### src/design/bmt_pkg.sv
`default_nettype none

package bmt_pkg;

  // field widths
  localparam int unsigned OP_W    = 2;
  localparam int unsigned HASH_W  = 32;
  localparam int unsigned POS_W   = 16;
  localparam int unsigned USED_W  = 4;

  // default table depth
  localparam int unsigned TABLE_DEPTH_DEF = 8;

  // operation codes
  localparam logic [OP_W-1:0] OP_CHECK = 2'd0;
  localparam logic [OP_W-1:0] OP_SET   = 2'd1;
  localparam logic [OP_W-1:0] OP_CLEAR = 2'd2;

  typedef struct packed {
    logic [OP_W-1:0]   operation;
    logic [HASH_W-1:0] mod_hash;
    logic [POS_W-1:0]  code_position;
  } in_item_t;

  typedef struct packed {
    logic              hit;
    logic              error;
    logic [USED_W-1:0] entries_used;
  } out_item_t;

  // commands broadcast to every cell
  typedef struct packed {
    logic capture;
    logic append;
    logic start_token;
    logic shift_step;
    logic shift_last;
  } bmt_ctl_t;

  // where a cell sits relative to the entry count
  typedef struct packed {
    logic occupied;
    logic tail;
    logic last;
  } bmt_place_t;

endpackage

`default_nettype wire

### src/design/breakpoint_match_table.sv
`default_nettype none
// channel  | ports                          | direction | payload
// ---------+--------------------------------+-----------+------------------------
// input    | in_valid, in_ready, in_data    | in        | operation, hash, position
// result   | out_valid, out_ready, out_data | out       | hit, error, entries_used
//
// check and set: the compare is captured in every cell at the input transfer, then
// the sequencer decides, then the result register is loaded; no new input is
// taken in between. a clear that hits also walks the removal token through the
// cell chain, from the matching entry up to the last stored one, before the
// result is loaded. reset empties the table by zeroing the count; no clearing
// pass.
// a new item is taken once the previous result is in the output register; a
// stalled result holds there and blocks the next result load and further input.

module breakpoint_match_table #(
  parameter int unsigned TABLE_DEPTH = bmt_pkg::TABLE_DEPTH_DEF
) (
  input  wire                 clk,
  input  wire                 rst_n,
  input  wire                 in_valid,
  output logic                in_ready,
  input  bmt_pkg::in_item_t   in_data,
  output logic                out_valid,
  input  wire                 out_ready,
  output bmt_pkg::out_item_t  out_data
);
  import bmt_pkg::*;

  localparam int unsigned CNT_W = $clog2(TABLE_DEPTH + 1);

  typedef enum logic [3:0] {
    S_IDLE   = 4'b0001,
    S_DECIDE = 4'b0010,
    S_SHIFT  = 4'b0100,
    S_DONE   = 4'b1000
  } state_t;

  state_t           state_r, state_nxt;
  logic [CNT_W-1:0] count_r, count_nxt;
  in_item_t         item_r;
  logic             hit_r, hit_nxt;
  logic             err_r, err_nxt;
  logic             out_valid_r, out_valid_nxt;
  out_item_t        out_data_r;
  logic             out_load;

  bmt_ctl_t         ctl;
  bmt_place_t       place   [TABLE_DEPTH];
  logic [HASH_W-1:0] hash_w [TABLE_DEPTH];
  logic [POS_W-1:0]  pos_w  [TABLE_DEPTH];
  logic [HASH_W-1:0] nb_hash_w [TABLE_DEPTH];
  logic [POS_W-1:0]  nb_pos_w  [TABLE_DEPTH];
  logic [TABLE_DEPTH-1:0] match_w;
  logic [TABLE_DEPTH-1:0] token_w;
  logic [TABLE_DEPTH-1:0] token_in_w;
  logic [TABLE_DEPTH-1:0] last_w;

  logic             in_xfer;
  logic             hit_any;
  logic             full;
  logic             token_done;
  logic [31:0]      count_ext;

  assign in_ready = (state_r == S_IDLE);
  assign in_xfer  = in_valid && in_ready;

  // cell chain
  for (genvar i = 0; i < TABLE_DEPTH; i++) begin : g_cell
    assign place[i].occupied = (count_r > CNT_W'(i));
    assign place[i].tail     = (count_r == CNT_W'(i));
    assign place[i].last     = (count_r == CNT_W'(i + 1));
    assign last_w[i]         = place[i].last;

    if (i == TABLE_DEPTH - 1) begin : g_end
      assign nb_hash_w[i] = hash_w[i];
      assign nb_pos_w[i]  = pos_w[i];
    end else begin : g_mid
      assign nb_hash_w[i] = hash_w[i+1];
      assign nb_pos_w[i]  = pos_w[i+1];
    end

    if (i == 0) begin : g_first
      assign token_in_w[i] = 1'b0;
    end else begin : g_next
      assign token_in_w[i] = token_w[i-1];
    end

    bmt_cell u_cell (
      .clk           (clk),
      .rst_n         (rst_n),
      .ctl           (ctl),
      .place         (place[i]),
      .key_hash      (in_data.mod_hash),
      .key_position  (in_data.code_position),
      .item_hash     (item_r.mod_hash),
      .item_position (item_r.code_position),
      .nb_hash       (nb_hash_w[i]),
      .nb_position   (nb_pos_w[i]),
      .token_in      (token_in_w[i]),
      .hash_q        (hash_w[i]),
      .position_q    (pos_w[i]),
      .match_q       (match_w[i]),
      .token_q       (token_w[i])
    );
  end

  assign hit_any    = |match_w;
  assign full       = (count_r == CNT_W'(TABLE_DEPTH));
  assign token_done = |(token_w & last_w);
  assign out_load   = (state_r == S_DONE) && (!out_valid_r || out_ready);

  // sequencer
  always_comb begin
    state_nxt       = state_r;
    count_nxt       = count_r;
    hit_nxt         = hit_r;
    err_nxt         = err_r;
    ctl             = '0;
    ctl.capture     = in_xfer;
    case (state_r)
      S_IDLE: begin
        if (in_xfer) state_nxt = S_DECIDE;
      end
      S_DECIDE: begin
        hit_nxt   = hit_any;
        err_nxt   = 1'b0;
        state_nxt = S_DONE;
        case (item_r.operation)
          OP_SET: begin
            if (!hit_any) begin
              if (full) begin
                err_nxt = 1'b1;
              end else begin
                ctl.append = 1'b1;
                count_nxt  = count_r + CNT_W'(1);
              end
            end
          end
          OP_CLEAR: begin
            if (hit_any) begin
              ctl.start_token = 1'b1;
              state_nxt       = S_SHIFT;
            end
          end
          default: ;
        endcase
      end
      S_SHIFT: begin
        ctl.shift_step = 1'b1;
        ctl.shift_last = token_done;
        if (token_done) begin
          count_nxt = count_r - CNT_W'(1);
          state_nxt = S_DONE;
        end
      end
      S_DONE: begin
        if (out_load) state_nxt = S_IDLE;
      end
      default: state_nxt = S_IDLE;
    endcase
  end

  // output register
  always_comb begin
    out_valid_nxt = out_valid_r;
    if (out_load) begin
      out_valid_nxt = 1'b1;
    end else if (out_ready) begin
      out_valid_nxt = 1'b0;
    end
  end

  always_ff @(posedge clk) begin
    if (!rst_n) begin
      state_r     <= S_IDLE;
      count_r     <= '0;
      out_valid_r <= 1'b0;
    end else begin
      state_r     <= state_nxt;
      count_r     <= count_nxt;
      out_valid_r <= out_valid_nxt;
    end
  end

  assign count_ext = 32'(count_r);

  always_ff @(posedge clk) begin
    hit_r <= hit_nxt;
    err_r <= err_nxt;
    if (in_xfer) item_r <= in_data;
    if (out_load) begin
      out_data_r.hit          <= hit_r;
      out_data_r.error        <= err_r;
      out_data_r.entries_used <= count_ext[USED_W-1:0];
    end
  end

  assign out_valid = out_valid_r;
  assign out_data  = out_data_r;

  // checks
  a_token_single: assert property (@(posedge clk) disable iff (!rst_n)
    (state_r == S_SHIFT) |-> $onehot(token_w))
    else $error("removal token lost or duplicated");

  a_token_idle: assert property (@(posedge clk) disable iff (!rst_n)
    (state_r == S_IDLE) |-> (token_w == '0))
    else $error("token left in chain after a clear");

  a_count_range: assert property (@(posedge clk) disable iff (!rst_n)
    count_r <= CNT_W'(TABLE_DEPTH))
    else $error("entry count above table depth");

  a_err_no_hit: assert property (@(posedge clk) disable iff (!rst_n)
    out_valid_r |-> !(out_data_r.error && out_data_r.hit))
    else $error("error reported together with hit");

  a_shift_was_hit: assert property (@(posedge clk) disable iff (!rst_n)
    ((state_r == S_DECIDE) && (state_nxt == S_SHIFT)) |-> (count_r != '0))
    else $error("removal started on an empty table");

endmodule

`default_nettype wire

### src/design/bmt_cell.sv
`default_nettype none

module bmt_cell (
  input  wire                        clk,
  input  wire                        rst_n,
  input  bmt_pkg::bmt_ctl_t          ctl,
  input  bmt_pkg::bmt_place_t        place,
  input  wire [bmt_pkg::HASH_W-1:0]  key_hash,
  input  wire [bmt_pkg::POS_W-1:0]   key_position,
  input  wire [bmt_pkg::HASH_W-1:0]  item_hash,
  input  wire [bmt_pkg::POS_W-1:0]   item_position,
  input  wire [bmt_pkg::HASH_W-1:0]  nb_hash,
  input  wire [bmt_pkg::POS_W-1:0]   nb_position,
  input  wire                        token_in,
  output logic [bmt_pkg::HASH_W-1:0] hash_q,
  output logic [bmt_pkg::POS_W-1:0]  position_q,
  output logic                       match_q,
  output logic                       token_q
);
  import bmt_pkg::*;

  logic [HASH_W-1:0] hash_r;
  logic [POS_W-1:0]  position_r;
  logic              match_r;
  logic              match_nxt;
  logic              token_r;
  logic              token_nxt;

  // local compare against the incoming key
  always_comb begin
    match_nxt = match_r;
    if (ctl.capture) begin
      match_nxt = place.occupied && (hash_r == key_hash) && (position_r == key_position);
    end
  end

  // removal token walks one cell per cycle toward the tail
  always_comb begin
    token_nxt = token_r;
    if (ctl.start_token) begin
      token_nxt = match_r;
    end else if (ctl.shift_step) begin
      token_nxt = ctl.shift_last ? 1'b0 : token_in;
    end
  end

  always_ff @(posedge clk) begin
    if (!rst_n) begin
      match_r <= 1'b0;
      token_r <= 1'b0;
    end else begin
      match_r <= match_nxt;
      token_r <= token_nxt;
    end
  end

  // entry storage: append at the tail, pull from the neighbor under the token
  always_ff @(posedge clk) begin
    if (ctl.append && place.tail) begin
      hash_r     <= item_hash;
      position_r <= item_position;
    end else if (ctl.shift_step && token_r) begin
      hash_r     <= nb_hash;
      position_r <= nb_position;
    end
  end

  assign hash_q     = hash_r;
  assign position_q = position_r;
  assign match_q    = match_r;
  assign token_q    = token_r;

endmodule

`default_nettype wire
### config.mk
export PLATFORM = sky130hd
export DESIGN_NAME = breakpoint_match_table
export DESIGN_NICKNAME = d
export VERILOG_FILES = /design/src/design/bmt_pkg.sv /design/src/design/breakpoint_match_table.sv /design/src/design/bmt_cell.sv
export SDC_FILE = /design/constraint.sdc
export NUM_CORES = 1
export LEC_CHECK = 0
export ABC_AREA = 1
export BUFFER_PORTS_ARGS = -buffer_cell sky130_fd_sc_hd__buf_2
export CORE_MARGIN = 5
export CORE_UTILIZATION = 40
export DETAILED_ROUTE_END_ITERATION = 12
export PLACE_DENSITY = 0.57
export SLEW_MARGIN = 20
export SYNTH_ARGS = -nofsm -noshare
export SYNTH_HDL_FRONTEND = slang
export SYNTH_SLANG_ARGS = --single-unit
### constraint.sdc
create_clock -name clk -period 6.8 [get_ports clk]
set_clock_uncertainty 0.1 [all_clocks]
set_input_delay 0 -clock clk [delete_from_list [all_inputs] [get_ports clk]]
set_output_delay 0 -clock clk [all_outputs]
set_load 0.05 [all_outputs]
Word level (Yosys, flattened, before mapping)
Index checks and enable logic that the tools add are counted.
{"block": "totals", "inputBits": 54, "regBits": 467}
{"block": "classes", "n_mux": 72, "n_bitwise": 2, "n_reduce_logical": 51, "order_cmp": 8, "eq_ne": 36, "add_sub_neg": 2}
{"cell": "32-bit two-way mux", "count": 14}
{"cell": "32-bit equality test", "count": 8}
{"cell": "16-bit two-way mux", "count": 14}
{"cell": "16-bit equality test", "count": 8}
{"cell": "4-bit two-way mux", "count": 9}
{"cell": "1-bit logical AND", "count": 33}
{"cell": "1-bit two-way mux", "count": 31}
{"cell": "4-bit by 3-bit equality test with 1-bit output, second input constant", "count": 5}
{"cell": "2-bit nonzero test", "count": 10}
{"cell": "4-bit by 3-bit > comparator with 1-bit output, second input constant", "count": 4}
{"cell": "4-bit one-hot mux with 4 select lines", "count": 1}
{"cell": "8-bit OR reduction", "count": 2}
{"cell": "4-bit by 2-bit equality test with 1-bit output, second input constant", "count": 3}
{"cell": "9-bit OR reduction", "count": 1}
{"cell": "8-bit AND", "count": 1}
{"cell": "4-bit by 1-bit equality test with 1-bit output, second input constant", "count": 2}
{"cell": "4-bit equality test, second input constant", "count": 2}
{"cell": "4-bit by 1-bit > comparator with 1-bit output, second input constant", "count": 2}
{"cell": "4-bit by 2-bit > comparator with 1-bit output, second input constant", "count": 2}
{"cell": "2-bit inequality test, second input constant", "count": 4}
{"cell": "4-bit one-hot mux with 2 select lines", "count": 1}
{"cell": "5-bit AND reduction", "count": 1}
{"cell": "4-bit by 1-bit adder with 4-bit output, second input constant", "count": 1}
{"cell": "4-bit zero test", "count": 1}
{"cell": "9 further kinds", "count": 11}

Depth between registers and ports, before layout
{"block": "logic_depth", "ltp_word": 7, "mapped_depth": 12, "mapped_depth_nobuf": 11}

Hierarchy
Synthesis repeated with hierarchy kept, for this count alone.
{"block": "hier_totals", "cells_unflattened": 2856, "hier_area_um2": 27114.8}
{"module": "bmt_cell", "instances": 8, "area_per_inst_um2": 3047.9, "cells_each": 331, "seq_area_each_um2": 1481.4}
{"module": "breakpoint_match_table", "instances": 1, "area_per_inst_um2": 2731.4, "cells_each": 208, "seq_area_each_um2": 1921.8}

Worst setup path before layout
Ideal clock, no wire load.
{"block": "synth_path", "path_type": "reg2reg", "start": "register count_r[0]", "end": "register g_cell[7].u_cell.hash_r[0], enable pin", "setup_slack_ns": 3.110, "stages_incl_launch_ff": 8, "synth_period_minus_slack_ns": 3.690, "arrival_ns": 3.137, "required_ns": 6.246, "n_path_buf": 0, "path_cell_list": "dfxtp_1 -> inv_1 -> ha_1 -> inv_1 -> nor3_2 -> nor2_1 -> nand2_4 -> nor2_1"}
{"block": "synth_via", "elab_chain_cells": 6, "elab_cells_between_ends": 7, "classes_between": "eq/ne (2); mux (4); reduce/logical (1)"}
{"item": "from (decl)", "line": "breakpoint_match_table.sv:40", "source": "logic [CNT_W-1:0] count_r, count_nxt;"}
{"item": "from (signal assigned)", "line": "breakpoint_match_table.sv:181", "source": "count_r <= count_nxt;"}
{"item": "4-bit equality test", "line": "breakpoint_match_table.sv:109", "source": "assign full = (count_r == CNT_W'(TABLE_DEPTH));"}
{"item": "1-bit two-way mux", "line": "breakpoint_match_table.sv:132", "source": "if (full) begin"}
{"item": "1-bit two-way mux", "line": "breakpoint_match_table.sv:131", "source": "if (!hit_any) begin"}
{"item": "1-bit two-way mux", "line": "breakpoint_match_table.sv:129", "source": "case (item_r.operation)"}
{"item": "2-bit two-way mux", "line": "breakpoint_match_table.sv:121", "source": "case (state_r)"}
{"item": "1-bit logical AND *", "line": "bmt_cell.sv:59", "source": "if (ctl.append && place.tail) begin"}
{"item": "to (signal assigned)", "line": "bmt_cell.sv:60", "source": "hash_r <= item_hash;"}
{"item": "to (signal assigned)", "line": "bmt_cell.sv:63", "source": "hash_r <= nb_hash;"}
{"item": "to (decl)", "line": "bmt_cell.sv:22", "source": "logic [HASH_W-1:0] hash_r;"}
Every way passes the cells marked *; elsewhere a longest branch is shown, timed or not.
A chain may end at the register's enable or synchronous reset.

Final worst setup path
{"block": "layout_path", "start": "register count_r[3]", "end": "register g_cell[5].u_cell.position_r[10], enable pin"}
{"block": "layout_via", "elab_chain_cells": 7, "elab_cells_between_ends": 8, "classes_between": "eq/ne (2); mux (4); reduce/logical (2)"}
{"item": "4-bit equality test", "line": "breakpoint_match_table.sv:109"}
{"item": "1-bit two-way mux", "line": "breakpoint_match_table.sv:132"}
{"item": "1-bit two-way mux", "line": "breakpoint_match_table.sv:131"}
{"item": "1-bit two-way mux", "line": "breakpoint_match_table.sv:129"}
{"item": "2-bit two-way mux", "line": "breakpoint_match_table.sv:121"}
{"item": "1-bit logical AND *", "line": "bmt_cell.sv:59"}
{"item": "2-bit nonzero test (no source line) *"}
{"item": "to (signal assigned)", "line": "bmt_cell.sv:61", "source": "position_r <= item_position;"}
{"item": "to (signal assigned)", "line": "bmt_cell.sv:64", "source": "position_r <= nb_position;"}
{"item": "to (decl)", "line": "bmt_cell.sv:23", "source": "logic [POS_W-1:0] position_r;"}
Marked as above.

==> impl_metrics.json <==
{
  "insertion_delay_ns": 0.60,
  "cts_made_buffers": 53,
  "worstMarginPinSlew_ns": 1.18,
  "num_rows": 92,
  "area_growth_pct": 11.5,
  "regArea_sq_mm": 0.0138,
  "wl_per_cell_microns": 24.4,
  "cts_buffer_depth": 3,
  "crit_fanout": 97,
  "cts.sinks": 467,
  "rsz0062_at_grt": "false",
  "critPathRequiredTime_ns": 6.98,
  "synth.avg_cell_area_sq_um": 8.14,
  "critical_path_arrival_ns": 4.10,
  "drc": 0,
  "critical_path_class": "register to register",
  "clkPwrFrac": 0.424,
  "final_cell_mix": "1273 x nand2_1, 442 x edfxtp_1, 367 x inv_1",
  "initial_core_util": 0.402,
  "cts_tree": "done",
  "setup_tns_ns": 0,
  "slew_viol_final": 0,
  "cts.htree.levels": 2,
  "power.leakage_uw": 0.0126,
  "p_seq_frac": 0.500,
  "routed_wl_microns": 98600,
  "coreArea_sq_mm": 0.0627,
  "antenna_found_initial": 1,
  "netSwitchingPower_uw": 1580,
  "grt_pass1_vias": 19500,
  "synth-seq-cells": 467,
  "num_vias": 21300,
  "end_kind": "register",
  "gr-usage-all-layers": 0.285,
  "dpl.hpwl_microns": 73300,
  "mostFrequentLayoutCell": "nand2_1",
  "syn_inst": 3095,
  "yosysWarningCount": 0,
  "status": "completed",
  "gp_congestion": 1.01,
  "synth_nets": 3154,
  "clkSlewWorstSetupHoldPaths_ns": 0.06,
  "synthesis.area_sq_mm": 0.0252,
  "antennaDiodeCount": 0,
  "die_w_microns": 261,
  "drt-initial-drc-count": 3124,
  "power_frac_comb": 0.076,
  "grt_max_degree": 98,
  "hold_violations": 0,
  "layout-drive-gt1-share": 0.0538,
  "grt_pass1_wl_microns": 140000,
  "cap_violations": 0,
  "die_h_microns": 261,
  "p_per_area_mw_per_mm2": 226,
  "max-vdd-ir-drop_v": 0.000179,
  "die_area_sq_mm": 0.0681,
  "fmax_mhz": 255,
  "finalCritPeriodShare": 0.576,
  "slew_headroom": 0.214,
  "fill_cells": 6301,
  "hold_class": "input pin to register",
  "grt_remaining_overflow": 0,
  "netSwitchingFraction": 0.249,
  "startpoint_type": "register",
  "yosysSeqAreaShare": 0.547,
  "port_buffers": 61,
  "ant_nets": 0,
  "multi_input_area_sq_mm": 0.00926,
  "root_buffer": "clkbuf_16",
  "via_per_inst": 5.27,
  "cts_resized": 0,
  "fin_crit_ns": 3.92,
  "ys_types": 33,
  "internal_power_uw": 4780,
  "finalSetupViolCount": 0,
  "top_level_ports": 62,
  "fin_worst_hold_slack_ns": 0.0323,
  "cts_setup_buffers": 0,
  "finalNetCount": 3221,
  "dr.pass1.iters": 8
}
## layer usage
metal,routed length (microns),track usage,share of wire,up-vias
met1,41100,0.402,0.42,10200
met3,8900,0.0424,0.090,152
li1,-,-,-,9940
met4,3510,0.0859,0.036,2
met5,19,0,0.00019,-
met2,45100,0.458,0.46,1047
## flip-flops by register name (all words and copies together), names as in the netlist
signal and flops:
out_data 6, state_r 4, g_cell.u_cell.match_q 8, err_r 1, g_cell.u_cell.token_q 8, g_cell.u_cell.hash_q 256, g_cell.u_cell.position_q 128, item_r 50
out_valid 1, count_r 4, hit_r 1
## worst paths after layout
path | from | endpoint | slack [ns] | cells after the start
setup / recovery | count_r[3] | g_cell[5].u_cell.position_q[10] | 2.88 | 9
hold / removal | in_data[48] | item_r[48] | 0.03 | 2
setup reg to reg | count_r[3] | g_cell[5].u_cell.position_q[10] | 2.88 | 9
hold reg to reg | err_r | out_data[4] | 0.33 | 0
## stage by stage
| step | total power, uW | instance area, sq um | util | std cells | setup WS, ns |
|---|---|---|---|---|---|
| final | 6360 | 28100 | 0.448 | 4044 | 2.88 |
| after global routing | 6540 | 28100 | 0.448 | 4044 | 2.73 |
| after CTS | 6390 | 28100 | 0.447 | 4043 | 2.47 |
| after detailed placement | 3690 | 26000 | 0.414 | 3897 | 2.50 |
| after global placement | 3680 | 26000 | 0.414 | 3896 | 2.58 |
| after floorplan | 3480 | 25200 | - | 3095 | 3.11 |
## power by group through the flow
stage / combinational, uW / sequential [uW] / clock (uW)
after floorplan: 243 / 3240 / 0
after global placement: 446 / 3240 / 0
after detailed placement: 446 / 3240 / 0
after CTS: 475 / 3180 / 2740
after global routing: 513 / 3180 / 2840
final: 481 / 3180 / 2690
## cell families after synthesis
family | after synthesis | synth area share
XOR/XNOR | 95 | 0.0330
adder cells (fa/ha/maj) | 5 | 0.00248
AND/OR/NAND/NOR | 1614 | 0.248
AO/OA/AOI/OAI | 414 | 0.0827
buffers and inverters | 500 | 0.0868
flip-flops | 467 | 0.547
## final cells by class
class,instances,area share
timing repair buffer,137,0.0370
clock buffer,73,0.0499
clock inverter,18,0.00481
inverter,375,0.0504
multi-input combinational,2128,0.330
tap,846,0.0377
sequential,467,0.490
## worst max-delay path: stages, from the launching register on
cell     delay (ns)
dfxtp_1        0.55
inv_2          0.18
nor3_2         0.23
nor2_1         0.10
nand2_4        0.13
inv_8          0.07
nand2_4        0.05
buf_4          0.84
nand2_2        0.73
buf_4          0.51
## cells in the mapped netlist
cell type	n	share of area
inv_8	1	0.00045
nand2_1	1280	0.19
or2_2	1	0.00025
nand4_2	1	0.00050
dfxtp_1	25	0.020
nand3_2	1	0.00040
buf_6	28	0.013
nand4_1	11	0.0027
nor2_2	2	0.00050
nand3_1	35	0.0070
a21oi_1	13	0.0026
clkbuf_1	26	0.0039
o21ai_0	285	0.057
clkbuf_2	19	0.0038
nor3_2	1	0.00040
xnor2_1	73	0.025
nor2_1	267	0.040
buf_4	1	0.00030
ha_1	5	0.0025
inv_1	368	0.055
o22ai_1	8	0.0020
a31oi_1	1	0.00025
inv_2	2	0.00030
nor3b_1	1	0.00030
o21ai_1	107	0.021
nand3_4	4	0.0028
nor3_1	5	0.00099
xor2_1	22	0.0076
nand2_4	4	0.0018
edfxtp_1	442	0.53
clkinv_1	4	0.00060
nor4_1	1	0.00025
buf_2	51	0.010
## what timing repair did
item	in CTS	in global routing
hold endpoints to repair	81	0
hold buffers	55	0
setup endpoints to repair	0	0
Note: power is estimated with default switching activity, not from simulation.
